===== src/hdl/scm_pkg.sv =====
// ----------------------------------------------------------------------------
// scm_pkg
// shared types, constants and the rounded fixed-point multiply
// ----------------------------------------------------------------------------
package scm_pkg;

  localparam int IFB                 = 30;   // internal fraction bits
  localparam int ANGLE_W             = 32;
  localparam int DEF_ANGLE_FRAC_BITS = 24;
  localparam int DEF_OUT_FRAC_BITS   = 16;
  localparam int QW                  = 34;   // internal signed word
  localparam int REM_W               = 33;   // reduced remainder, below two pi
  localparam int HORNER_STEPS        = 5;

  typedef logic signed [QW-1:0] q_t;

  localparam logic [63:0] PI_Q     = 64'd3373259426;
  localparam logic [63:0] TWO_PI_Q = 64'd6746518852;

  localparam q_t PI_S      = 34'sd3373259426;
  localparam q_t HALF_PI_S = 34'sd1686629713;

  // first Horner value of each polynomial
  localparam q_t SIN_INIT = -34'sd26;
  localparam q_t COS_INIT = -34'sd280;

  // constants added after each multiply by the squared angle
  localparam q_t SIN_COEF [HORNER_STEPS] = '{
    34'sd2956, -34'sd213040, 34'sd8947846, -34'sd178956974, 34'sd1073741824
  };
  localparam q_t COS_COEF [HORNER_STEPS] = '{
    34'sd26586, -34'sd1491253, 34'sd44739212, -34'sd536870912, 34'sd1073741824
  };

  // product of two values with IFB fraction bits, rounded half away from zero
  function automatic q_t qmul(input q_t a, input q_t b);
    logic [QW-1:0]   ma;
    logic [QW-1:0]   mb;
    logic [2*QW-1:0] prod;
    logic [2*QW-1:0] rnd;
    logic [QW-1:0]   mag;
    ma   = a[QW-1] ? -a : a;
    mb   = b[QW-1] ? -b : b;
    prod = (2*QW)'(ma) * (2*QW)'(mb);
    rnd  = (prod + ((2*QW)'(1) << (IFB - 1))) >> IFB;
    mag  = rnd[QW-1:0];
    return (a[QW-1] ^ b[QW-1]) ? -$signed(mag) : $signed(mag);
  endfunction

endpackage


===== src/hdl/scm_reduce_cell.sv =====
// ----------------------------------------------------------------------------
// scm_reduce_cell
// one restoring step of the remainder by two pi, shifted by a fixed amount
// ----------------------------------------------------------------------------
module scm_reduce_cell
  import scm_pkg::*;
#(
  parameter int DW    = 39,
  parameter int SHIFT = 0
) (
  input  logic          clk,
  input  logic          rst_n,
  input  logic          en,
  input  logic          up_valid,
  input  logic [DW-1:0] up_rem,
  input  logic          up_neg,
  output logic          valid_r,
  output logic [DW-1:0] rem_r,
  output logic          neg_r
);

  localparam logic [DW-1:0] DIV = DW'(TWO_PI_Q << SHIFT);

  logic [DW-1:0] rem_nxt;

  assign rem_nxt = (up_rem >= DIV) ? (up_rem - DIV) : up_rem;

  always_ff @(posedge clk) begin
    if (!rst_n) begin
      valid_r <= 1'b0;
    end else if (en) begin
      valid_r <= up_valid;
    end
  end

  always_ff @(posedge clk) begin
    if (en && up_valid) begin
      rem_r <= rem_nxt;
      neg_r <= up_neg;
    end
  end

endmodule


===== config.mk =====
export PLATFORM = sky130hd
export DESIGN_NAME = scm_reduce_cell
export DESIGN_NICKNAME = d
export VERILOG_FILES = /design/src/hdl/scm_pkg.sv /design/src/hdl/scm_reduce_cell.sv
export SDC_FILE = /design/constraint.sdc
export NUM_CORES = 1
export LEC_CHECK = 0
export ABC_AREA = 1
export BUFFER_PORTS_ARGS = -buffer_cell sky130_fd_sc_hd__buf_2
export CAP_MARGIN = 20
export CORE_MARGIN = 2
export CORE_UTILIZATION = 54
export DETAILED_ROUTE_END_ITERATION = 10
export GPL_ROUTABILITY_DRIVEN = 0
export PLACE_DENSITY_LB_ADDON = 0.05
export SYNTH_ARGS = -nofsm -noshare
export SYNTH_HDL_FRONTEND = slang
export SYNTH_SLANG_ARGS = --single-unit

===== constraint.sdc =====
create_clock -name clk -period 2.2 [get_ports clk]
set_input_delay 0.44 -clock clk [delete_from_list [all_inputs] [get_ports clk]]
set_output_delay 0.44 -clock clk [all_outputs]
set_load 0.1 [all_outputs]

==> After elaboration in Yosys (flattened, before gate mapping) <==
Index checks and enable logic that the tools add are counted.
{ "word_totals": {"ff_bits": 41, "word_cells": 7} }
{ "classes": {"n_addsub": 1, "magnitude_cmp": 1, "muxes": 1, "reduce_logical": 1} }
{ "ops": {"columns": ["operator", "n"], "rows": [
  ["$ge 39x33->1 const B", 1],
  ["$mux 39", 1],
  ["$sub 39x33->39 const B", 1],
  ["$logic_and 1x1->1", 1]
]} }

==> Logic depth before layout (Yosys ltp) <==
{ "logic_depth": {"word_depth": 2, "mapped_depth": 15, "ltp_nobuf": 14} }

==> Least setup slack after synthesis <==
Ideal clock, no wire load.
{ "synth_path": {"kind": "input-to-reg", "from": "input up_rem[25]", "to": "register rem_r[25] (data pin)", "setup_ns": 0.252, "arrival_ns": 1.586, "path_slack_ns": 0.361, "stages": 11, "path_buffers": 2, "cell_sequence": "buf_4 > inv_2 > nor2_4 > nand2_2 > nor4_2 > nand2_2 > nand2_4 > inv_4 > buf_6 > nand2_1 > nand2_1"} }
{ "synth_via": {"elab_chain_cells": 2, "elab_cells_between_ends": 3, "classes_between": "add/sub: 1; order compare: 1; mux: 1"} }
{ "synth_lines": {"columns": ["element", "line", "rtl"], "rows": [
  ["start, declared", "scm_reduce_cell.sv:15", "input logic [DW-1:0] up_rem,"],
  ["$sub 39x33->39 / $ge 39x33->1 (equally long branches)", "scm_reduce_cell.sv:26", "assign rem_nxt = (up_rem >= DIV) ? (up_rem - DIV) : up_rem;"],
  ["$mux 39 (*)", "scm_reduce_cell.sv:26", null],
  ["named net rem_nxt[25]", "scm_reduce_cell.sv:24", "logic [DW-1:0] rem_nxt;"],
  ["end signal, assigned", "scm_reduce_cell.sv:38", "rem_r <= rem_nxt;"],
  ["end, declared", "scm_reduce_cell.sv:18", "output logic [DW-1:0] rem_r,"]
]} }
Mark *: on every way through the listed nets, which the timed path passes. The rest lies on a longest branch.
A chain may end at the register's enable or synchronous reset.

==> Worst setup path after layout <==
{ "layout_path": {"from": "input up_rem[24]", "to": "register rem_r[15] (data pin)"} }
{ "layout_via": {"elab_chain_cells": 2} }
{ "layout_lines": {"columns": ["element", "line"], "rows": [
  ["$ge 39x33->1", "scm_reduce_cell.sv:26"],
  ["$mux 39", "scm_reduce_cell.sv:26"],
  ["named net rem_nxt[15]", "scm_reduce_cell.sv:24"]
]} }
The timed path passes the listed nets, and every way through them passes these cells.

==> results.md <==
* Outcome: complete, no violations
* Hold_buf cts at 0
* CP top delay family: simple AND/OR/NAND/NOR gates
* Layout Nets at 644
* Congestion Overflow GR at 0
* Crit path time final at 1870 ps
* DRT Pass-1 Iters at 5
* Total power at 2.53 mW
* Leak at 2.03 nW
* Initial Utilization at 56.2%
* Design area at 4010 sq um
* Vias at 3528
* Initial drt markers at 310
* Worst R2R End: valid_r
* Worst-path clk slew at 80 ps
* Pin count of the biggest net entering global routing at 41
* Initial antenna violation count at 0
* Die H at 82.7 um
* Hold endpoint: neg_r
* RSZ-0062 raised after global routing: false
* Final wirelength at 8.95 mm
* Mapped Nets at 551
* Crit path DAT at 1920 ps
* Worst Path Required at 2250 ps
* Setup Crit Path Kind: in -> reg
* DRC at 0
* Peak supply drop at 0.000418 V
* Synth warnings at 0
* Site Rows at 28
* Syn-to-layout area delta at 19.8%
* FFs w/ async S/R, synth at 0%
* Non-Filler Instances at 674
* Crit path largest cell delay at 330 ps
* Setup TNS at 0 ps
* Inst Count DP at 666
* Pwr Density at 632 nW/um^2
* Cells after Synth at 505
* Slew Limit Headroom at 65.9%
* Hold depth at 1
* PostCTS Resize Cnt at 0
* Antenna viol nets, final at 0
* R2R depth at 2
* Core outline area at 5960 sq um
* Post-synth EDFFs at 40
* Die area at 6840 sq um
* Root Buffer: clkbuf_8
* Crit path max fanout at 37
* Post CTS Setup Buffer Count at 0
* Hold Slack at 316 ps
* Layout cells sized above 1 at 22.2%
* Vias per Instance at 5.23
* Final setup fails at 0
* Max Freq at 535 MHz
* Syn Area/Cell at 6.63 sq um
* Max_cap viols at 0
* Worst clock skew at 0 ps
* IO Count at 85
* Slew Limit Fails at 0
* Crit end category: register
* R2R Setup Slk at 1620 ps
* GRT Resource Usage Total at 28.1%
* Fin worst setup slack at 330 ps
* Yosys reg bits at 41
* Slew of the pin with the lowest slew margin at 511 ps
* Yosys cell types at 35
* Post-DP HPWL at 6.88 mm
* Most used cell, CP: nand2_2
* TritonCTS clock tree: done
* Syn Std Cell Area at 3350 sq um
* Final Hold Fails at 0
* Worst-case clock buffer depth at 2
* First-pass GRT wire length at 14.5 mm
* Hold Crit Start: up_neg
* CP max stage cell: nor2_1
* Number of port buffers at 84
* Num CTS Buffers at 5
* Area after DPL at 3880 sq um
* Seq/Total Area, Yosys at 36.5%
* HP Class: in -> reg
* Critical path buffer and inverter count at 2
* Die X at 82.7 um
* Clk Latency, worst-skew pair at 290 ps
* Period utilization at 85.0%
* WL per Instance at 13.3 um
* Pre-CTS WS at 59.9 ps
* Critical Path Stages at 8
* Clock Sinks at 41
* Reg2reg start: valid_r
* Vias in the first global route at 3108
* H-tree levels at 2
* CP startpoint kind: input pin
* Ant diodes at 0
* Top_reg_cell synth: edfxtp_1
* Crit path cell chain: buf_2 -> nor2_1 -> nand2_2 -> nor4_2 -> nand2_2 -> nand2_4 -> buf_12 -> o21ai_1
* Fin util at 67.3%
## cells by family (layout without fill, tap and decap cells)
| group | after synthesis | in the layout | synth area share (%) |
|---|---|---|---|
| DFF | 41 | 41 | 36.5 |
| xor gates and xnor gates | 18 | 18 | 4.71 |
| AOI/OAI and AO/OA | 43 | 43 | 7.18 |
| buffers and inverters | 76 | 170 | 9.87 |
| and+or+nand+nor | 325 | 325 | 41.0 |
| adders and majority gates | 2 | 2 | 0.748 |
## cells in the mapped netlist (all sizes together), types with 7 or more instances
cell type  number  area (sq um)
nand2         204           781
inv            67           254
nor2           62           253
edfxtp         40          1200
nand3          38           195
o21ai          19          95.1
a21oi          17          96.4
xor2           16           140
nor3            9          55.1
buf             8          72.6
nand4           7          43.8
## worst max-delay path by stage
stage | start | end | slack [ps]
floorplan | up_rem[25] | rem_r[25] | 360
global placement | up_rem[22] | rem_r[15] | 70
detailed placement | up_rem[13] | rem_r[21] | 60
CTS | up_rem[13] | rem_r[21] | 380
global route | up_rem[34] | rem_r[15] | 190
finish | up_rem[24] | rem_r[15] | 330
## layout make-up
type                    count  area (sq um)
repair buffers             94           508
inverters                  68           258
clock inverters             3          65.1
multi-input cells         388          1800
flip-flops and latches     41          1220
well taps                  75          93.8
fillers                   547          1950
clock buffers               5          68.8
## worst reg2reg max path, delay by kind of cell, from the launching register on
kind | cells | cell delay [ps]
AOI/OAI and AO/OA | 1 | 130
DFF | 1 | 330
and+or+nand+nor | 1 | 50
## where the power goes
group / internal, mW / total, mW / switching [mW]
registers: 0.931 / 0.944 / 0.0127
logic: 0.171 / 0.860 / 0.689
clock network: 0.451 / 0.731 / 0.280
total: 1.55 / 2.53 / 0.981
## metal layers
metal | track usage [%] | wire length [um] | vias to the layer above
met3 | 4.46 | 760 | 14
met1 | 38.6 | 3920 | 1547
li1 | - | - | 1809
met2 | 45.3 | 4120 | 158
met5 | 0 | 0 | -
met4 | 8.85 | 154 | 0
## layout by cell type (no fill, tap or decap), types with 2 or more instances in the layout
cell         n
a31oi_1      2
buf_2       84
nor3_2       2
inv_2       12
xnor2_1      2
edfxtp_1    40
nand4_1      7
ha_1         2
nand2_2      3
o21bai_1     2
o21ai_0      5
a21oi_2      3
a21oi_1     14
bufinv_16    2
buf_4        9
inv_1       54
nor4_2       2
nor2_2       5
o21ai_1     14
nand3_1     37
clkbuf_8     5
nor3_1       7
nand2_1    200
xor2_1      16
and3_1       2
nor2_1      56
## registers in the layout, summed over array words and instances, names as in the netlist
signal	flops
neg_r	1
rem_r	39
valid_r	1
No activity file was read; power rests on OpenSTA's default activity.
