## config.mk

```make
export PLATFORM = sky130hd
export DESIGN_NAME = scm_out_cell
export DESIGN_NICKNAME = d
export VERILOG_FILES = /design/src/hdl/scm_pkg.sv /design/src/hdl/scm_out_cell.sv
export SDC_FILE = /design/constraint.sdc
export NUM_CORES = 2
export LEC_CHECK = 0
export BUFFER_PORTS_ARGS = -buffer_cell sky130_fd_sc_hd__buf_2
export CAP_MARGIN = 10
export CORE_MARGIN = 3
export CORE_UTILIZATION = 58
export CTS_BUF_LIST = sky130_fd_sc_hd__clkbuf_8
export DETAILED_ROUTE_END_ITERATION = 10
export MAX_ROUTING_LAYER = met4
export PLACE_DENSITY_LB_ADDON = 0.15
export SYNTH_ARGS = -nofsm -noshare
export SYNTH_HDL_FRONTEND = slang
export SYNTH_SLANG_ARGS = --single-unit
```

## constraint.sdc

```tcl
create_clock -name clk -period 35.6 [get_ports clk]
set_input_delay 1.78 -clock clk [delete_from_list [all_inputs] [get_ports clk]]
set_output_delay 1.78 -clock clk [all_outputs]
set_load 0.02 [all_outputs]
```

## src/hdl/scm_pkg.sv

```systemverilog
// ----------------------------------------------------------------------------
// scm_pkg
// shared types, constants and the rounded fixed-point multiply
// ----------------------------------------------------------------------------
package scm_pkg;

  localparam int IFB                 = 30;   // internal fraction bits
  localparam int ANGLE_W             = 32;
  localparam int DEF_ANGLE_FRAC_BITS = 24;
  localparam int DEF_OUT_FRAC_BITS   = 16;
  localparam int QW                  = 34;   // internal signed word
  localparam int REM_W               = 33;   // reduced remainder, below two pi
  localparam int HORNER_STEPS        = 5;

  typedef logic signed [QW-1:0] q_t;

  localparam logic [63:0] PI_Q     = 64'd3373259426;
  localparam logic [63:0] TWO_PI_Q = 64'd6746518852;

  localparam q_t PI_S      = 34'sd3373259426;
  localparam q_t HALF_PI_S = 34'sd1686629713;

  // first Horner value of each polynomial
  localparam q_t SIN_INIT = -34'sd26;
  localparam q_t COS_INIT = -34'sd280;

  // constants added after each multiply by the squared angle
  localparam q_t SIN_COEF [HORNER_STEPS] = '{
    34'sd2956, -34'sd213040, 34'sd8947846, -34'sd178956974, 34'sd1073741824
  };
  localparam q_t COS_COEF [HORNER_STEPS] = '{
    34'sd26586, -34'sd1491253, 34'sd44739212, -34'sd536870912, 34'sd1073741824
  };

  // product of two values with IFB fraction bits, rounded half away from zero
  function automatic q_t qmul(input q_t a, input q_t b);
    logic [QW-1:0]   ma;
    logic [QW-1:0]   mb;
    logic [2*QW-1:0] prod;
    logic [2*QW-1:0] rnd;
    logic [QW-1:0]   mag;
    ma   = a[QW-1] ? -a : a;
    mb   = b[QW-1] ? -b : b;
    prod = (2*QW)'(ma) * (2*QW)'(mb);
    rnd  = (prod + ((2*QW)'(1) << (IFB - 1))) >> IFB;
    mag  = rnd[QW-1:0];
    return (a[QW-1] ^ b[QW-1]) ? -$signed(mag) : $signed(mag);
  endfunction

endpackage

```

## src/hdl/scm_out_cell.sv

```systemverilog
// ----------------------------------------------------------------------------
// scm_out_cell
// last odd multiply for sine, cosine sign, rounding and saturation
// ----------------------------------------------------------------------------
module scm_out_cell
  import scm_pkg::*;
#(
  parameter int OUT_FRAC_BITS = DEF_OUT_FRAC_BITS,
  localparam int OW           = OUT_FRAC_BITS + 2
) (
  input  logic          clk,
  input  logic          rst_n,
  input  logic          en,
  input  logic          up_valid,
  input  q_t            up_sp,
  input  q_t            up_cp,
  input  q_t            up_y,
  input  logic          up_flip,
  output logic          valid_r,
  output logic [OW-1:0] sine_r,
  output logic [OW-1:0] cosine_r
);

  localparam int RS = IFB - OUT_FRAC_BITS;
  localparam logic [QW-1:0] RND = QW'((RS > 0) ? (64'd1 << ((RS > 0) ? RS - 1 : 0)) : 64'd0);
  localparam logic [QW-1:0] LIM = QW'(64'd1 << OUT_FRAC_BITS);

  function automatic logic [OW-1:0] to_out(input q_t v);
    logic [QW-1:0] m;
    logic [QW-1:0] r;
    m = v[QW-1] ? -v : v;
    r = (m + RND) >> RS;
    if (r > LIM) r = LIM;
    return v[QW-1] ? OW'(-r) : OW'(r);
  endfunction

  q_t            s_val;
  q_t            c_val;
  logic [OW-1:0] sine_nxt;
  logic [OW-1:0] cosine_nxt;

  assign s_val      = qmul(up_sp, up_y);
  assign c_val      = up_flip ? -up_cp : up_cp;
  assign sine_nxt   = to_out(s_val);
  assign cosine_nxt = to_out(c_val);

  always_ff @(posedge clk) begin
    if (!rst_n) begin
      valid_r <= 1'b0;
    end else if (en) begin
      valid_r <= up_valid;
    end
  end

  always_ff @(posedge clk) begin
    if (en && up_valid) begin
      sine_r   <= sine_nxt;
      cosine_r <= cosine_nxt;
    end
  end

endmodule

```

======== Word level (Yosys, flattened, before mapping) ========
Index checks and enable logic that the tools add are counted.
storage, ports and cells
  flip-flop bits (word level) ............. 37
cells by class
  $mul .................................... 1
  add/sub/neg operators ................... 11
  bitwise gates (word level) .............. 1
  mux-type cells .......................... 10
  magnitude comparators ................... 2
  reduce and logical (&&, ||, !) cells .... 1
operator list
  cell                    number
  $mux 34                 6
  $neg 34->34             6
  $mux 18                 4
  $add 34x14->34 const B  2
  $add 64x30->64 const B  1
  $mul 34x34->64          1
  $gt 20x17->1 const B    2
  $neg 18->18             2
  $logic_and 1x1->1       1
  $xor 1x1->1             1

======== Depth between registers and ports, before layout ========
  depth after elaboration ................. 13
  gate-level depth with buffers ........... 66
  depth with buffers taken out ............ 57

======== Worst setup path after synthesis ========
OpenSTA, ideal clock, no wires.
  path kind ............................... input to register
  start point ............................. input port up_sp[0]
  end point ............................... register sine_r[14], data pin
  stages .................................. 61
  arrival ................................. 16.105 ns
  path buffers ............................ 11
  setup slack ............................. 19.236 ns
  required time ........................... 35.341 ns
  cell sequence ........................... clkbuf_1 -> clkinv_1 -> clkbuf_1 -> ha_1 -> nand2b_1 -> nor3_1 -> nand3_1 -> nand2b_1 -> o31ai_1 -> xor2_1 -> clkbuf_1 -> nor2_1 -> fa_1 -> inv_1 -> fa_1 -> inv_1 -> fa_1 -> fa_1 -> (+25 left out) -> ha_1 -> o21bai_1 -> a221oi_1 -> xnor2_1 -> nand3_1 -> or4_1 -> clkbuf_1 -> nor4_4 -> o21ai_1 -> buf_2 -> buf_2 -> nor2_1 -> inv_1 -> ha_1 -> nand3_1 -> or4_4 -> o31ai_1 -> o31a_1
between the ends
  word-level cells in the longest chain between the ends .. 13
ends and longest elaborated chain
  what                    line                RTL
  start, declared         scm_out_cell.sv:15  input q_t up_sp,
  $neg 34->34             scm_pkg.sv:42       ma = a[QW-1] ? -a : a;
  $mux 34 (*)             scm_pkg.sv:42
  $mul 34x34->64 (*)      scm_pkg.sv:44       prod = (2*QW)'(ma) * (2*QW)'(mb);
  $add 64x30->64 (*)      scm_pkg.sv:45       rnd = (prod + ((2*QW)'(1) << (IFB - 1))) >> IFB;
  $neg 34->34             scm_pkg.sv:47       return (a[QW-1] ^ b[QW-1]) ? -$signed(mag) : $signed(mag);
  $mux 34 (*)             scm_pkg.sv:47
  $neg 34->34             scm_out_cell.sv:31  m = v[QW-1] ? -v : v;
  $mux 34                 scm_out_cell.sv:31
  $add 34x14->34          scm_out_cell.sv:32  r = (m + RND) >> RS;
  $gt 20x17->1            scm_out_cell.sv:33  if (r > LIM) r = LIM;
  $mux 18                 scm_out_cell.sv:33
  $neg 18->18             scm_out_cell.sv:34  return v[QW-1] ? OW'(-r) : OW'(r);
  $mux 18 (*)             scm_out_cell.sv:34
  named net sine_nxt[14]  scm_out_cell.sv:39  logic [OW-1:0] sine_nxt;
  end signal, assigned    scm_out_cell.sv:57  sine_r <= sine_nxt;
  end, declared           scm_out_cell.sv:20  output logic [OW-1:0] sine_r,
The timed path passes the listed nets; every way through them passes the cells marked *.
A chain may end at the register's enable or synchronous reset.

======== Final worst setup path ========
Same ends and word-level chain as after synthesis.

==> results.py <==
metrics = {
    "min_path": {
        "timing.hold.worst.start": "valid_r",
        "hold_path_class": "flop to flop",
        "whs_endpoint": "valid_r",
        "hold_path_depth": 2,
    },
    "die": {
        "floorplan.die.width_um": 282,
        "core-area_um2": 74900,
        "die_h_um": 282,
        "row_count": 100,
        "fp.dieArea_um2": 79500,
        "initial_core_util_pct": 58.9,
        "i_o_pins": 144,
    },
    "yosys": {
        "synth_simple_gate_area_share_pct": 17.5,
        "share_of_synthesized_area_spent_on_multiplexers_pct": 0.354,
        "async_reset_ff_share_pct": 0,
        "yosys.area_share.xor_xnor_pct": 5.80,
        "synth_nets": 6708,
        "top_post_synthesis_cells_by_area": "sky130_fd_sc_hd__fa_1 (46%), sky130_fd_sc_hd__inv_1 (9.7%), sky130_fd_sc_hd__ha_1 (8.1%)",
        "post_synth_num_cell_types": 109,
        "postSynthAreaPerCell_um2": 8.34,
        "postSynth.topFlopCell": "sky130_fd_sc_hd__edfxtp_1",
        "synth_cells": 5296,
        "biggest_area_consumer_among_synthesized_cells": "sky130_fd_sc_hd__fa_1",
        "synth-seq-area-share_pct": 2.49,
        "postSynthRegisterBits": 37,
        "netlist.area_leader.share_pct": 46.2,
        "dominant_combinational_cell_family_by_area_after_synthesis": "adder cells",
        "synth_enable_flop_cells": 36,
        "synth.most_common_cell": "sky130_fd_sc_hd__inv_1",
        "share_of_the_synthesized_area_in_compound_gates_ao_oa_aoi_oai_pct": 7.73,
        "netlist_area_um2": 44100,
        "yosys_warnings": 0,
        "synth_top_cells_by_count": "sky130_fd_sc_hd__inv_1 (1142), sky130_fd_sc_hd__fa_1 (1018), sky130_fd_sc_hd__nand2_1 (814)",
        "yosys.area_share.adder_pct": 54.3,
    },
    "finish": {
        "summed_area_of_non_filler_cells_in_the_final_layout_um2": 46800,
        "fill_cells": 6651,
        "multiInputGateArea_um2": 38600,
        "net_count_of_the_finished_layout": 6715,
        "drive_gt1_share_pct": 7.24,
        "area.sequential_um2": 1100,
        "syn_to_final_growth_pct": 6.06,
    },
    "grt": {
        "global_route.overflow_total": 0,
        "largest_net_degree_at_the_start_of_global_routing": 41,
        "grt_use_total_pct": 40.3,
        "global_route_wire_length_before_repair_mm": 232,
        "antenna_found_initial": 8,
        "first_global_vias": 39700,
    },
    "clocking": {
        "cts_tree": "done",
        "worst_skew_pair.late_latency_ns": 0.30,
        "h_tree_depth": 2,
        "cts-root-buf": "sky130_fd_sc_hd__clkbuf_8",
        "numCtsBuffers": 5,
        "post_cts.resized_instances": 0,
        "cts.clk_slew.worst_paths_ns": 0.08,
        "cts.path.max_buffers": 2,
        "cts_sinks": 37,
        "postCtsHoldBufs": 0,
        "post_cts_setup_inserts": 0,
    },
    "place": {
        "detailed_place_hpwl_mm": 119,
        "io_buffers": 143,
        "gp_routability_congestion": 0.996,
        "dpl_cell_area_um2": 46700,
    },
    "routing": {
        "wl_per_cell_um": 23.8,
        "dr.pass1.iters": 8,
        "drt_first_iter_violations": 3266,
        "detail_route.vias_per_cell": 6.02,
        "postRouteWirelength_mm": 149,
        "antenna_violating_nets_post_route": 0,
        "detail_route.drc_violations": 0,
        "vias": 37800,
    },
    "worst_setup_path": {
        "worst-r2r-setup-slack_ns": 34.91,
        "critPathCaptureType": "flop",
        "worstPathMaxFanout": 40,
        "buf_inv_stages_crit_path": 14,
        "timing.critical_path.from_type": "input port",
        "slowest_delay_ns": 1.05,
        "slowest_stage": "sky130_fd_sc_hd__xor2_1",
        "r2r_end": "valid_r",
        "r2r_cells": 2,
        "worst-setup-path-type": "input port to flop",
        "critPathRequiredTime_ns": 35.65,
        "critPathTopFamily": "adder cells",
        "crit-reg2reg-launch": "valid_r",
        "critical_path_depth": 57,
        "timing.critical_path.arrival_ns": 18.66,
    },
    "timing": {
        "maxClockFrequency_mhz": 53.7,
        "tightest_slew_ns": 1.31,
        "rsz0062_at_grt": "no",
        "final.setup_skew_ns": 0,
        "worst_slew_margin_rel_pct": 12.4,
        "finalCriticalPeriod_ns": 18.61,
        "finalMaxSlewViolations": 0,
        "hold_viol_final": 0,
        "setup_viol": 0,
        "post_route_setup_tns_ns": 0,
        "post-route-period-util_pct": 52.3,
    },
    "run_status": {
        "outcome": "completed",
    },
    "job": {
        "drv_cap": 0,
    },
}
==> routing by layer <==
layer | vias up | GRT usage (%) | wire [µm]
met1 | 18900 | 50.9 | 55800
met4 | 0 | 24.5 | 12000
met2 | 2103 | 59.1 | 64600
met5 | - | - | 0
li1 | 16200 | - | -
met3 | 605 | 9.29 | 17000
==> cells by family (layout without fill, tap and decap cells) <==
logic type,count (synthesis),count (layout)
muxes,15,15
adders and majority gates,1305,1305
and+or+nand+nor,1772,1772
other,0,12
AOI/OAI and AO/OA,494,494
DFF,37,37
buffers and inverters,1388,1396
xor gates and xnor gates,285,285
==> area by class of cell <==
cell class	instances	area share, %
Multi-Input combinational cell	3871	82.5
Timing Repair Buffer	245	3.16
Inverter	1143	9.16
Clock inverter	3	0.0294
Clock buffer	5	0.147
Tap cell	969	2.59
Sequential cell	37	2.35
Antenna cell	12	0.0641
==> placed cells by master, fill, tap and decap left out, types with 9 or more instances in the layout <==
cell                       Yosys  routed
sky130_fd_sc_hd__nand3_1      43      43
sky130_fd_sc_hd__or2_2        13      13
sky130_fd_sc_hd__a41oi_1      10      10
sky130_fd_sc_hd__xnor2_1     157     104
sky130_fd_sc_hd__o221ai_1      9       9
sky130_fd_sc_hd__a21oi_1     103     103
sky130_fd_sc_hd__nor2b_1      15      15
sky130_fd_sc_hd__ha_1        287     287
sky130_fd_sc_hd__xnor2_4       0      21
sky130_fd_sc_hd__edfxtp_1     36      36
sky130_fd_sc_hd__and2_1       38      38
sky130_fd_sc_hd__and4_1       14      14
sky130_fd_sc_hd__or4_1        25      25
sky130_fd_sc_hd__xor2_1      121     105
sky130_fd_sc_hd__a31oi_1      29      29
sky130_fd_sc_hd__a21o_1       12      12
sky130_fd_sc_hd__o21ai_1      11      12
sky130_fd_sc_hd__nand2b_1     22      22
sky130_fd_sc_hd__buf_2        13     143
sky130_fd_sc_hd__fa_1       1018    1018
sky130_fd_sc_hd__diode_2       0      12
sky130_fd_sc_hd__o21a_1       16      16
sky130_fd_sc_hd__o21ai_0      93      92
sky130_fd_sc_hd__xnor2_2       2      34
sky130_fd_sc_hd__nor3_1       52      52
sky130_fd_sc_hd__or3_1        28      28
sky130_fd_sc_hd__o41ai_1      17      17
sky130_fd_sc_hd__nor4_1       21      20
sky130_fd_sc_hd__nand4_1      48      48
sky130_fd_sc_hd__a211oi_1     25      25
sky130_fd_sc_hd__inv_1      1142    1143
sky130_fd_sc_hd__nand2_1     814     814
sky130_fd_sc_hd__xor2_2        3      16
sky130_fd_sc_hd__o211ai_1     19      19
sky130_fd_sc_hd__nor2_1      569     569
sky130_fd_sc_hd__mux2i_1      12      12
sky130_fd_sc_hd__and3_1       24      24
sky130_fd_sc_hd__buf_4         1     101
sky130_fd_sc_hd__o22ai_1      12      12
sky130_fd_sc_hd__o31ai_1      34      34
==> metrics by stage <==
stage	std cells	hold slack (ns)	util, %	setup WS, ns
2_1_floorplan	5296	0.694	-	19.24
3_3_place_gp	6264	0.557	62.3	17.25
3_5_place_dp	6264	0.574	62.3	17.01
4_1_cts	6272	0.592	62.4	17.30
5_1_grt	6282	0.652	62.5	16.20
6_report	6285	0.592	62.5	16.99
==> state kept, by name, indices dropped and copies added (netlist names) <==
signal    cells
cosine_r     18
sine_r       18
valid_r       1
==> worst min-delay path: stages (launching register included) <==
cell,delay (ns)
sky130_fd_sc_hd__dfxtp_1,0.33
sky130_fd_sc_hd__nor2b_1,0.13
sky130_fd_sc_hd__o21a_1,0.11
==> how the worst max path moves through the flow <==
| stage | startpoint | end | slack, ns |
|---|---|---|---|
| floorplan | up_sp[0] | sine_r[14] | 19.24 |
| global placement | up_sp[0] | sine_r[14] | 17.25 |
| detailed placement | up_sp[0] | sine_r[14] | 17.01 |
| CTS | up_sp[0] | sine_r[14] | 17.30 |
| global route | up_sp[0] | sine_r[14] | 16.20 |
| finish | up_sp[0] | sine_r[14] | 16.99 |
Power is left out: the tool's default activity adds up to more than one toggle a clock period on the data nets, which glitch-free logic cannot reach.
