`src/hdl/scm_pkg.sv`:
```
// ----------------------------------------------------------------------------
// scm_pkg
// shared types, constants and the rounded fixed-point multiply
// ----------------------------------------------------------------------------
package scm_pkg;

  localparam int IFB                 = 30;   // internal fraction bits
  localparam int ANGLE_W             = 32;
  localparam int DEF_ANGLE_FRAC_BITS = 24;
  localparam int DEF_OUT_FRAC_BITS   = 16;
  localparam int QW                  = 34;   // internal signed word
  localparam int REM_W               = 33;   // reduced remainder, below two pi
  localparam int HORNER_STEPS        = 5;

  typedef logic signed [QW-1:0] q_t;

  localparam logic [63:0] PI_Q     = 64'd3373259426;
  localparam logic [63:0] TWO_PI_Q = 64'd6746518852;

  localparam q_t PI_S      = 34'sd3373259426;
  localparam q_t HALF_PI_S = 34'sd1686629713;

  // first Horner value of each polynomial
  localparam q_t SIN_INIT = -34'sd26;
  localparam q_t COS_INIT = -34'sd280;

  // constants added after each multiply by the squared angle
  localparam q_t SIN_COEF [HORNER_STEPS] = '{
    34'sd2956, -34'sd213040, 34'sd8947846, -34'sd178956974, 34'sd1073741824
  };
  localparam q_t COS_COEF [HORNER_STEPS] = '{
    34'sd26586, -34'sd1491253, 34'sd44739212, -34'sd536870912, 34'sd1073741824
  };

  // product of two values with IFB fraction bits, rounded half away from zero
  function automatic q_t qmul(input q_t a, input q_t b);
    logic [QW-1:0]   ma;
    logic [QW-1:0]   mb;
    logic [2*QW-1:0] prod;
    logic [2*QW-1:0] rnd;
    logic [QW-1:0]   mag;
    ma   = a[QW-1] ? -a : a;
    mb   = b[QW-1] ? -b : b;
    prod = (2*QW)'(ma) * (2*QW)'(mb);
    rnd  = (prod + ((2*QW)'(1) << (IFB - 1))) >> IFB;
    mag  = rnd[QW-1:0];
    return (a[QW-1] ^ b[QW-1]) ? -$signed(mag) : $signed(mag);
  endfunction

endpackage

```
`src/hdl/scm_fold_cell.sv`:
```
// ----------------------------------------------------------------------------
// scm_fold_cell
// centers the remainder on zero, restores the sign, folds into half pi
// ----------------------------------------------------------------------------
module scm_fold_cell
  import scm_pkg::*;
(
  input  logic             clk,
  input  logic             rst_n,
  input  logic             en,
  input  logic             up_valid,
  input  logic [REM_W-1:0] up_rem,
  input  logic             up_neg,
  output logic             valid_r,
  output q_t               y_r,
  output logic             flip_r
);

  q_t   r_s;
  q_t   y0;
  q_t   y_nxt;
  logic flip_nxt;

  always_comb begin
    r_s = $signed({1'b0, up_rem});
    y0  = up_neg ? (PI_S - r_s) : (r_s - PI_S);
    priority if (y0 > HALF_PI_S) begin
      y_nxt    = PI_S - y0;
      flip_nxt = 1'b1;
    end else if (y0 < -HALF_PI_S) begin
      y_nxt    = -PI_S - y0;
      flip_nxt = 1'b1;
    end else begin
      y_nxt    = y0;
      flip_nxt = 1'b0;
    end
  end

  always_ff @(posedge clk) begin
    if (!rst_n) begin
      valid_r <= 1'b0;
    end else if (en) begin
      valid_r <= up_valid;
    end
  end

  always_ff @(posedge clk) begin
    if (en && up_valid) begin
      y_r    <= y_nxt;
      flip_r <= flip_nxt;
    end
  end

endmodule

```
`config.mk`:
```
export PLATFORM = sky130hd
export DESIGN_NAME = scm_fold_cell
export DESIGN_NICKNAME = d
export VERILOG_FILES = /design/src/hdl/scm_pkg.sv /design/src/hdl/scm_fold_cell.sv
export SDC_FILE = /design/constraint.sdc
export NUM_CORES = 1
export LEC_CHECK = 0
export ABC_AREA = 1
export BUFFER_PORTS_ARGS = -buffer_cell sky130_fd_sc_hd__buf_2
export CORE_MARGIN = 2
export CORE_UTILIZATION = 35
export DETAILED_ROUTE_END_ITERATION = 12
export PLACE_DENSITY = 0.5
export SETUP_SLACK_MARGIN = 0.2
export SYNTH_ARGS = -nofsm -noshare
export SYNTH_HDL_FRONTEND = slang
export SYNTH_SLANG_ARGS = --single-unit
```
`constraint.sdc`:
```
create_clock -name clk -period 3.4 [get_ports clk]
set_clock_uncertainty 0.1 [all_clocks]
set_input_delay 0.34 -clock clk [delete_from_list [all_inputs] [get_ports clk]]
set_output_delay 0.34 -clock clk [all_outputs]
set_load 0.05 [all_outputs]
```
* Word-level counts from Yosys, hierarchy flattened
Index checks and enable logic that the tools add are counted.
** Operators by class
- Add/subtract/negate cells :: 4
- Shift operators :: 0
- Div/mod/pow operators :: 0
- Multiplexer cells :: 4
- Bitwise operators :: 0
- $lt $le $gt $ge :: 2
- Reduce and logical (&&, ||, !) cells :: 1
- Multipliers :: 0
- Equal/unequal tests :: 0
** Operators by type and width (count)
- 2-to-1 mux 34 bit :: 3
- subtractor 33 x 34 -> 34 bit, first input constant :: 2
- greater-than comparator 34 x 32 -> 1 bit, second input constant :: 1
- less-than comparator 34 x 32 -> 1 bit, second input constant :: 1
- subtractor 32 x 33 -> 34 bit, first input constant :: 1
- subtractor 33 x 32 -> 34 bit, second input constant :: 1
- logical AND 1 bit :: 1
- 2-to-1 mux 1 bit :: 1
** Word-level totals
- Memory bits (read-only) :: 0
- Latch bits :: 0
- Register bits :: 36
- Memories kept :: 0
- Input bits :: 38
- Word-level logic and storage cells :: 14
- RAM bits :: 0

* Depth between registers and ports, before layout
Gate-level depths: netlist (run 1).
- Depth in word-level cells :: 5
- Mapped depth :: 26

* Worst setup path before layout (run 1)
Ideal clock, no wire load.
- Path type :: input port to flip-flop
- Start point :: input port up_rem[2]
- End point :: register y_r[32], data pin
- Setup slack :: 0.629 ns
- Cell stages on the path :: 24
- Data arrival time :: 2.413 ns
- Cell sequence :: inv_1 ha_1 inv_1 nand2_1 nand2_1 nand2_1 nand2_1 nand2_1 nand2_1 nand2_1 inv_2 nand2_1 nor2_2 nand2_1 nand2_1 nand2_1 nand2_2 nand3_2 nand2_1 nand3_1 nand3_1 nand2_1 nand2_1 o21ai_1
** Between the ends
- Cells in the longest elaborated chain, start to end :: 5
- Elaborated cells between the ends (all ways) :: 9
- Those cells by class :: 4 x add/sub; 2 x order compare; 3 x mux
** RTL lines
- from (decl) :: line scm_fold_cell.sv:12 : input logic [REM_W-1:0] up_rem,
- subtractor 33 x 32 -> 34 bit or subtractor 32 x 33 -> 34 bit (tied branches) :: line scm_fold_cell.sv:26 : y0 = up_neg ? (PI_S - r_s) : (r_s - PI_S);
- 2-to-1 mux 34 bit * :: line scm_fold_cell.sv:26
- subtractor 33 x 34 -> 34 bit or less-than comparator 34 x 32 -> 1 bit (tied branches) :: line scm_fold_cell.sv:31, scm_fold_cell.sv:30
- 2-to-1 mux 34 bit :: line scm_fold_cell.sv:30 : end else if (y0 < -HALF_PI_S) begin
- 2-to-1 mux 34 bit * :: line scm_fold_cell.sv:27 : priority if (y0 > HALF_PI_S) begin
- via y_nxt[32] :: line scm_fold_cell.sv:21 : q_t y_nxt;
- to (signal assigned) :: line scm_fold_cell.sv:49 : y_r <= y_nxt;
- to (decl) :: line scm_fold_cell.sv:15 : output q_t y_r,
Mark *: on every way through the listed nets, which the timed path passes. The rest lies on a longest branch.
A chain may end at the register's enable or synchronous reset.

* Final worst setup path (run 1)
- Start point :: input port up_rem[1]
- End point :: register y_r[33], data pin
The elaborated chain is that of the path after synthesis.

==> reports/metrics.yaml, run 1 <==
floorplanning:
  dieArea_um2: 23940
  io_pins: 74
  rows: 55
  core-area_um2: 22430
  die_w_um: 154.7
  initial_utilization_pct: 35.44
  die_h_um: 154.7
global_route:
  antenna_found_initial: 0
  grt_use_total_pct: 27.29
  grt_pass1_vias: 9728
  grt_start_max_net_pins: 50
  grt_pass1_wl_um: 51610
  gr-total-overflow: 0
clocking:
  cts.sinks: 36
  worstSkewPairLatency_ns: 0.28
  h-tree-depth: 2
  cts_tree: "done"
  cts_root_buffer: "clkbuf_16"
  clockBufferDepth: 2
  numCtsBuffers: 5
  clkTransAtPathRegs_ns: 0.05
logic_synthesis:
  syn_nets: 1597
  synthCells: 1552
  synth_cell_types: 44
  netlist_area_um2: 7950
  synth_seq_area_share_pct: 13.47
  synth-edff-count: 35
  synth_flop_cell: "edfxtp_1"
  synthArstFlopShare_pct: 0
  yosysWarnings: 0
  synth.avg_cell_area_um2: 5.123
  ys_ff_latch: 36
place:
  placed_cell_area_um2: 9617
  gp_congestion: 0.9939
  hpwl_um: 27560
  portBuffers: 73
  dp_cells: 2022
setup_path:
  worstPathRequired_ns: 3.31
  worstSetupPathType: "in2reg"
  path_cells: "buf_2, inv_1, ha_2, inv_2, nand2_2, nand2_1, nand2_2, nand3_1, nand2_1, buf_4, nand2_1, nand3_1, nand2_1, nand2_2, buf_4, inv_2, nor3_2, nand2_1, nor2_2, nand3_1, nand3_1, o21ai_0"
  crit_buf_inv: 6
  cpMostUsedCell: "nand2_1"
  critPathMaxFanout: 7
  end_kind: "flop"
  cpPeakStageDelay_ns: 0.23
  worstSetupStartpointType: "input port"
  cp_slowest_cell: "nor3_2"
  arrival_ns: 2.93
  crit_family: "simple AND/OR/NAND/NOR gates"
route:
  dr_total_vias: 10310
  dr.pass1.iters: 6
  drt_iter0_drc: 744
  routedWlPerCell_um: 16.04
  vias_per_cell: 5.064
  totalWireLength_um: 32650
  drc_errors: 0
  antenna_left: 0
layout:
  fin_util_pct: 44.60
  filler_cell_count: 2593
  layout-drive-gt1-share_pct: 21.82
  diodes: 0
  area_growth_pct: 25.86
  nNetsFinal: 1795
  fin_area_um2: 10010
  instances_no_fill: 2036
pwr:
  p_leak_nw: 5.141
  p_sw_mw: 1.342
  p_seq_share_pct: 20.4
  p_comb_share_pct: 62.5
  clock_power_share_pct: 17.1
  intPower_mw: 1.472
  max-vdd-ir-drop_mv: 0.1724
  swShare_pct: 47.70
  p_per_area_nw_per_um2: 281.2
job:
  maxCapViolCount: 0
sta:
  tightest_slew_ns: 0.4434
  rsz0062_at_grt: "yes"
  finalCritPeriodShare_pct: 88.70
  max_freq_ghz: 0.3316
  setup_violations: 0
  slew_viol_final: 0
  hold_viol_final: 0
  relSlewSlack_pct: 70.44
  period_needed_ns: 3.016
min_path:
  hold_path_class: "in2reg"
outcome:
  run_status: "finished clean"
## final cells by class
cell class,instances,area (µm²),area share [%]
clock buffers,8,156.4,1.563
inverters,139,530.5,5.302
multi-input cells,1340,6262,62.59
flip-flops and latches,36,1071,10.70
well taps,285,356.6,3.564
repair buffers,228,1629,16.28
## timing repair
| action | 4_1_cts | 5_1_grt |
|---|---|---|
| setup endpoints to repair | 2 | 34 |
| resized for setup | 2 | 57 |
| hold buffers | 0 | 0 |
| pin swaps | 0 | 2 |
| setup buffers | 0 | 6 |
## power by group through the flow
stage | clock (mW) | combinational (mW) | sequential [mW]
2_1_floorplan | 0 | 0.956 | 0.757
3_3_place_gp | 0 | 1.71 | 0.584
6_report | 0.481 | 1.76 | 0.574
3_5_place_dp | 0 | 1.71 | 0.584
4_1_cts | 0.492 | 1.71 | 0.575
5_1_grt | 0.509 | 1.94 | 0.579
## flip-flops by register name, indices dropped and copies added (netlist names)
signal / count
y_r: 34
valid_r: 1
flip_r: 1
## metrics by stage
step | hold slack [ns] | setup slack (ns) | TNS, ns | power, mW
2_1_floorplan | 0.3389 | 0.6295 | 0 | 1.713
3_3_place_gp | 0.3674 | -0.1436 | -0.2664 | 2.289
3_5_place_dp | 0.3645 | -0.1387 | -0.2444 | 2.289
4_1_cts | 0.2057 | 0.2249 | 0 | 2.776
5_1_grt | 0.2107 | 0.1739 | 0 | 3.033
6_report | 0.2087 | 0.3842 | 0 | 2.813
## logic make-up (layout without fill, tap and decap cells)
family,after synthesis,after routing,synth area share (%)
AO/OA/AOI/OAI,85,85,5.871
XOR/XNOR,36,36,4.297
adder cells (fa/ha/maj),7,7,1.102
buffers and inverters,176,375,10.04
flip-flops,36,36,13.47
AND/OR/NAND/NOR,1212,1212,65.22
## cell usage in the layout (no fill, tap or decap), types with 4 or more instances in the layout
cell type,Yosys,final
nand2_1,696,680
nand3b_1,4,4
buf_12,0,8
o211ai_1,4,4
nand4_1,29,29
o21ai_0,25,25
a21oi_2,3,4
o21ai_1,14,11
inv_2,18,20
nand3_2,3,5
nor2_1,181,164
nand2_4,3,4
clkbuf_16,0,5
nor2_4,4,10
xor2_1,33,33
nor2_2,25,36
nor3_1,11,9
buf_2,11,73
ha_1,7,5
a21oi_1,33,32
nand2_2,33,48
inv_1,116,113
nand3_1,217,214
buf_4,12,147
edfxtp_1,35,35
## synth_stat cells, types with 3 or more instances
library cell | n | area, µm²
buf_4 | 12 | 90.09
a21oi_2 | 3 | 26.28
buf_1 | 3 | 11.26
nor2_4 | 4 | 45.04
o21ai_0 | 25 | 125.1
buf_6 | 10 | 112.6
inv_2 | 18 | 67.56
nand2_1 | 696 | 2613
o211ai_1 | 4 | 30.03
nor2_2 | 25 | 156.4
o21ai_1 | 14 | 70.07
nor2_1 | 181 | 679.4
nand4_1 | 29 | 181.4
buf_2 | 11 | 55.05
nand2_2 | 33 | 206.5
a21oi_1 | 33 | 165.2
inv_1 | 116 | 435.4
nor3_1 | 11 | 55.05
ha_1 | 7 | 87.58
edfxtp_1 | 35 | 1051
clkinv_1 | 4 | 15.01
nand3_1 | 217 | 1086
xor2_1 | 33 | 289.0
nand3b_1 | 4 | 30.03
nand2_4 | 3 | 33.78
nand3_2 | 3 | 30.03
## final timing paths
| path | slack [ns] | startpoint | cells past startpoint | to |
|---|---|---|---|---|
| worst max-delay path | 0.38 | up_rem[1] | 22 | y_r[33] |
| worst min-delay path | 0.21 | rst_n | 2 | valid_r |
| worst max register to register | 2.73 | valid_r | 2 | valid_r |
| worst min register to register | 0.37 | valid_r | 2 | valid_r |
## layer usage
layer / GRT usage, % / share of wire (%) / vias up
li1: - / - / 5355
met5: 0 / 0 / -
met4: 11.46 / 4.3 / 0
met2: 46.94 / 47 / 324
met1: 35.83 / 45 / 4567
met3: 1.177 / 3.9 / 64
No activity file was read; power rests on OpenSTA's default activity.
==> run 2: changes to the inputs <==
--- a/config.mk
+++ b/config.mk
@@ -7,7 +7,8 @@
 export LEC_CHECK = 0
 export ABC_AREA = 1
 export BUFFER_PORTS_ARGS = -buffer_cell sky130_fd_sc_hd__buf_2
-export CORE_MARGIN = 2
+export CORE_ASPECT_RATIO = 1.5
+export CORE_MARGIN = 4
 export CORE_UTILIZATION = 35
 export DETAILED_ROUTE_END_ITERATION = 12
 export PLACE_DENSITY = 0.5
==> run 2 against run 1 <==
- maximum frequency is 2.8% lower
- first-iteration DRC count is 35% lower
- clock power is 7.7% higher
- sequential cell count stayed put
- global-route usage is 0.95 points higher
- non-clock buffer count is 105 higher
- largest power group unchanged
- highest routed layer unchanged
==> reports/metrics.yaml, run 2 (synthesis results as in run 1) <==
layout:
  top_register: "y_r"  # unchanged
  nNetsFinal: 1900  # was 1795
  reg.largest.list: "y_r (34), flip_r (1), valid_r (1)"  # unchanged
  layout-drive-gt1-share_pct: 29.36  # was 21.82%
  diodes: 0  # unchanged
  filler_cell_count: 2541  # was 2593
  largest_reg_flops: 34  # unchanged
  area_growth_pct: 39.69  # was 25.86%
  final_common_cell: "nand2_1"  # unchanged
  final_cell_mix: "650 x nand2_1, 243 x buf_4, 204 x nand3_1, 153 x nor2_1, 111 x inv_1"  # was 680 x nand2_1, 214 x nand3_1, 164 x nor2_1, 147 x buf_4, 113 x inv_1
place:
  portBuffers: 73  # unchanged
  dp_slack_ns: -0.2295  # was -0.1387 ns
  gp_congestion: 0.9648  # was 0.9939
  hpwl_um: 30690  # was 27560 µm
clocking:
  cts.sinks: 36  # unchanged
  worstSkewPairLatency_ns: 0.28  # about the same
  cts_root_buffer: "clkbuf_16"  # unchanged
  cts_hold_buf: 0  # unchanged
  clockBufferDepth: 2  # unchanged
  numCtsBuffers: 5  # unchanged
  h-tree-depth: 2  # unchanged
  clkTransAtPathRegs_ns: 0.05  # about the same
  cts_tree: "done"  # unchanged
setup_path:
  worstSetupPathType: "in2reg"  # unchanged
  end_kind: "flop"  # unchanged
  worstPathRequired_ns: 3.33  # was 3.31 ns
  critPathMaxFanout: 8  # was 7
  arrival_ns: 3.04  # was 2.93 ns
  worstSetupStartpointType: "input port"  # unchanged
sta:
  setup_violations: 0  # unchanged
  finalCritPeriodShare_pct: 91.25  # was 88.70%
  max_freq_ghz: 0.3223  # was 0.3316 GHz
  worst_hold_slack_ns: 0.2091  # was 0.2087 ns
  tightest_slew_ns: 0.4544  # was 0.4434 ns
  slew_viol_final: 0  # unchanged
  period_needed_ns: 3.103  # was 3.016 ns
  worst_slack_ns: 0.2975  # was 0.3842 ns
  hold_viol_final: 0  # unchanged
  rsz0062_at_grt: "yes"  # unchanged
  relSlewSlack_pct: 69.71  # was 70.44%
global_route:
  grt_pass1_vias: 10522  # was 9728
  grt_pass1_wl_um: 54880  # was 51610 µm
  grt_start_max_net_pins: 40  # was 50
  grt_use_total_pct: 28.24  # was 27.29%
  gr-total-overflow: 0  # unchanged
  antenna_found_initial: 0  # unchanged
route:
  dr.pass1.iters: 5  # was 6
  vias_per_cell: 5.069  # was 5.064
  routedWlPerCell_um: 17.03  # was 16.04 µm
  dr_total_vias: 10807  # was 10310
  drc_errors: 0  # unchanged
  totalWireLength_um: 36300  # was 32650 µm
  antenna_left: 0  # unchanged
  drt_iter0_drc: 487  # was 744
pwr:
  p_sw_mw: 1.418  # was 1.342 mW
  swShare_pct: 46.14  # was 47.70%
  intPower_mw: 1.655  # was 1.472 mW
  p_per_area_nw_per_um2: 276.7  # was 281.2 nW/µm²
  clock_power_share_pct: 16.9  # was 17.1%
  max-vdd-ir-drop_mv: 0.3242  # was 0.1724 mV
  p_leak_nw: 5.735  # was 5.141 nW
  p_comb_share_pct: 64.5  # was 62.5%
  p_seq_share_pct: 18.7  # was 20.4%
floorplanning:
  dieArea_um2: 25240  # was 23940 µm²
  die_h_um: 192.6  # was 154.7 µm
  die_w_um: 131.1  # was 154.7 µm
  rows: 67  # was 55
  initial_utilization_pct: 35.52  # was 35.44%
  io_pins: 74  # unchanged
  core-area_um2: 22380  # was 22430 µm²
job:
  maxCapViolCount: 0  # unchanged
min_path:
  hold_path_class: "in2reg"  # unchanged
outcome:
  run_status: "finished clean"  # unchanged
[run 2: cell count changes in the layout (fill, tap and decap cells not counted), moves of 10 or more]
cell	before	now
nand2_1	680	650
buf_4	147	243
nand2_2	48	74
nor2_1	164	153
nand3_1	214	204
nor2_2	36	46
[run 2: worst paths after layout]
check / startpoint / end / slack (ns) / cells past startpoint
worst max-delay path: up_rem[19] / y_r[9] / 0.30 / 21
worst min-delay path: rst_n / valid_r / 0.21 / 2
worst min register to register: valid_r / valid_r / 0.37 / 2
worst max register to register: valid_r / valid_r / 2.73 / 2
[run 2: timing repair]
item | CTS | global route
pin swaps | 1 | 25
gates resized for setup | 3 | 131
cloned | 0 | 3
setup buffers | 0 | 15
setup endpoints to repair | 1 | 34
[run 2: per-layer routing]
layer,part of all wire [%],GRT usage (%),vias up
li1,-,-,5562
met5,0,0,-
met4,7.9,18.84,0
met2,52,52.62,271
met3,2.5,0.3600,107
met1,38,30.48,4867
[run 2: area by class of cell]
type / instances / area (µm²) / share of cell area [%]
inverter: 139 / 531.8 / 4.788
tap: 276 / 345.3 / 3.109
clock inverter: 3 / 42.54 / 0.3831
multi-input combinational: 1340 / 6489 / 58.43
sequential: 36 / 1071 / 9.644
timing repair buffer: 333 / 2501 / 22.52
clock buffer: 5 / 125.1 / 1.127
[run 2: critical path, cell delays in order]
cell	delay, ns
buf_2	0.10
buf_4	0.17
nand2_1	0.10
nor2_1	0.19
nand2_1	0.15
nor2_2	0.19
nand3_2	0.13
nand2_1	0.12
nor2_1	0.05
nand2_1	0.10
nand2_2	0.10
buf_4	0.17
nand3_1	0.10
nor2_2	0.07
nand3_2	0.10
nand3_2	0.09
nor2_4	0.32
clkbuf_16	0.24
nand2_1	0.06
nand3_1	0.08
nand2_1	0.06
[run 2: stage by stage]
step / util [%] / power [mW] / area (µm²) / TNS (ns) / cells
2_1_floorplan: - / 1.713 / 7950 / 0 / 1552
3_3_place_gp: 46.15 / 2.445 / 10330 / -2.249 / 2106
3_5_place_dp: 46.15 / 2.445 / 10330 / -2.174 / 2106
4_1_cts: 46.94 / 2.975 / 10510 / 0 / 2114
5_1_grt: 49.62 / 3.304 / 11110 / 0 / 2132
6_report: 49.62 / 3.073 / 11110 / 0 / 2132
[run 2: power by group through the flow]
stage,combinational [mW],sequential (mW),clock [mW]
2_1_floorplan,0.956,0.757,0
3_3_place_gp,1.86,0.584,0
3_5_place_dp,1.86,0.584,0
4_1_cts,1.87,0.575,0.533
5_1_grt,2.18,0.581,0.546
6_report,1.98,0.574,0.518
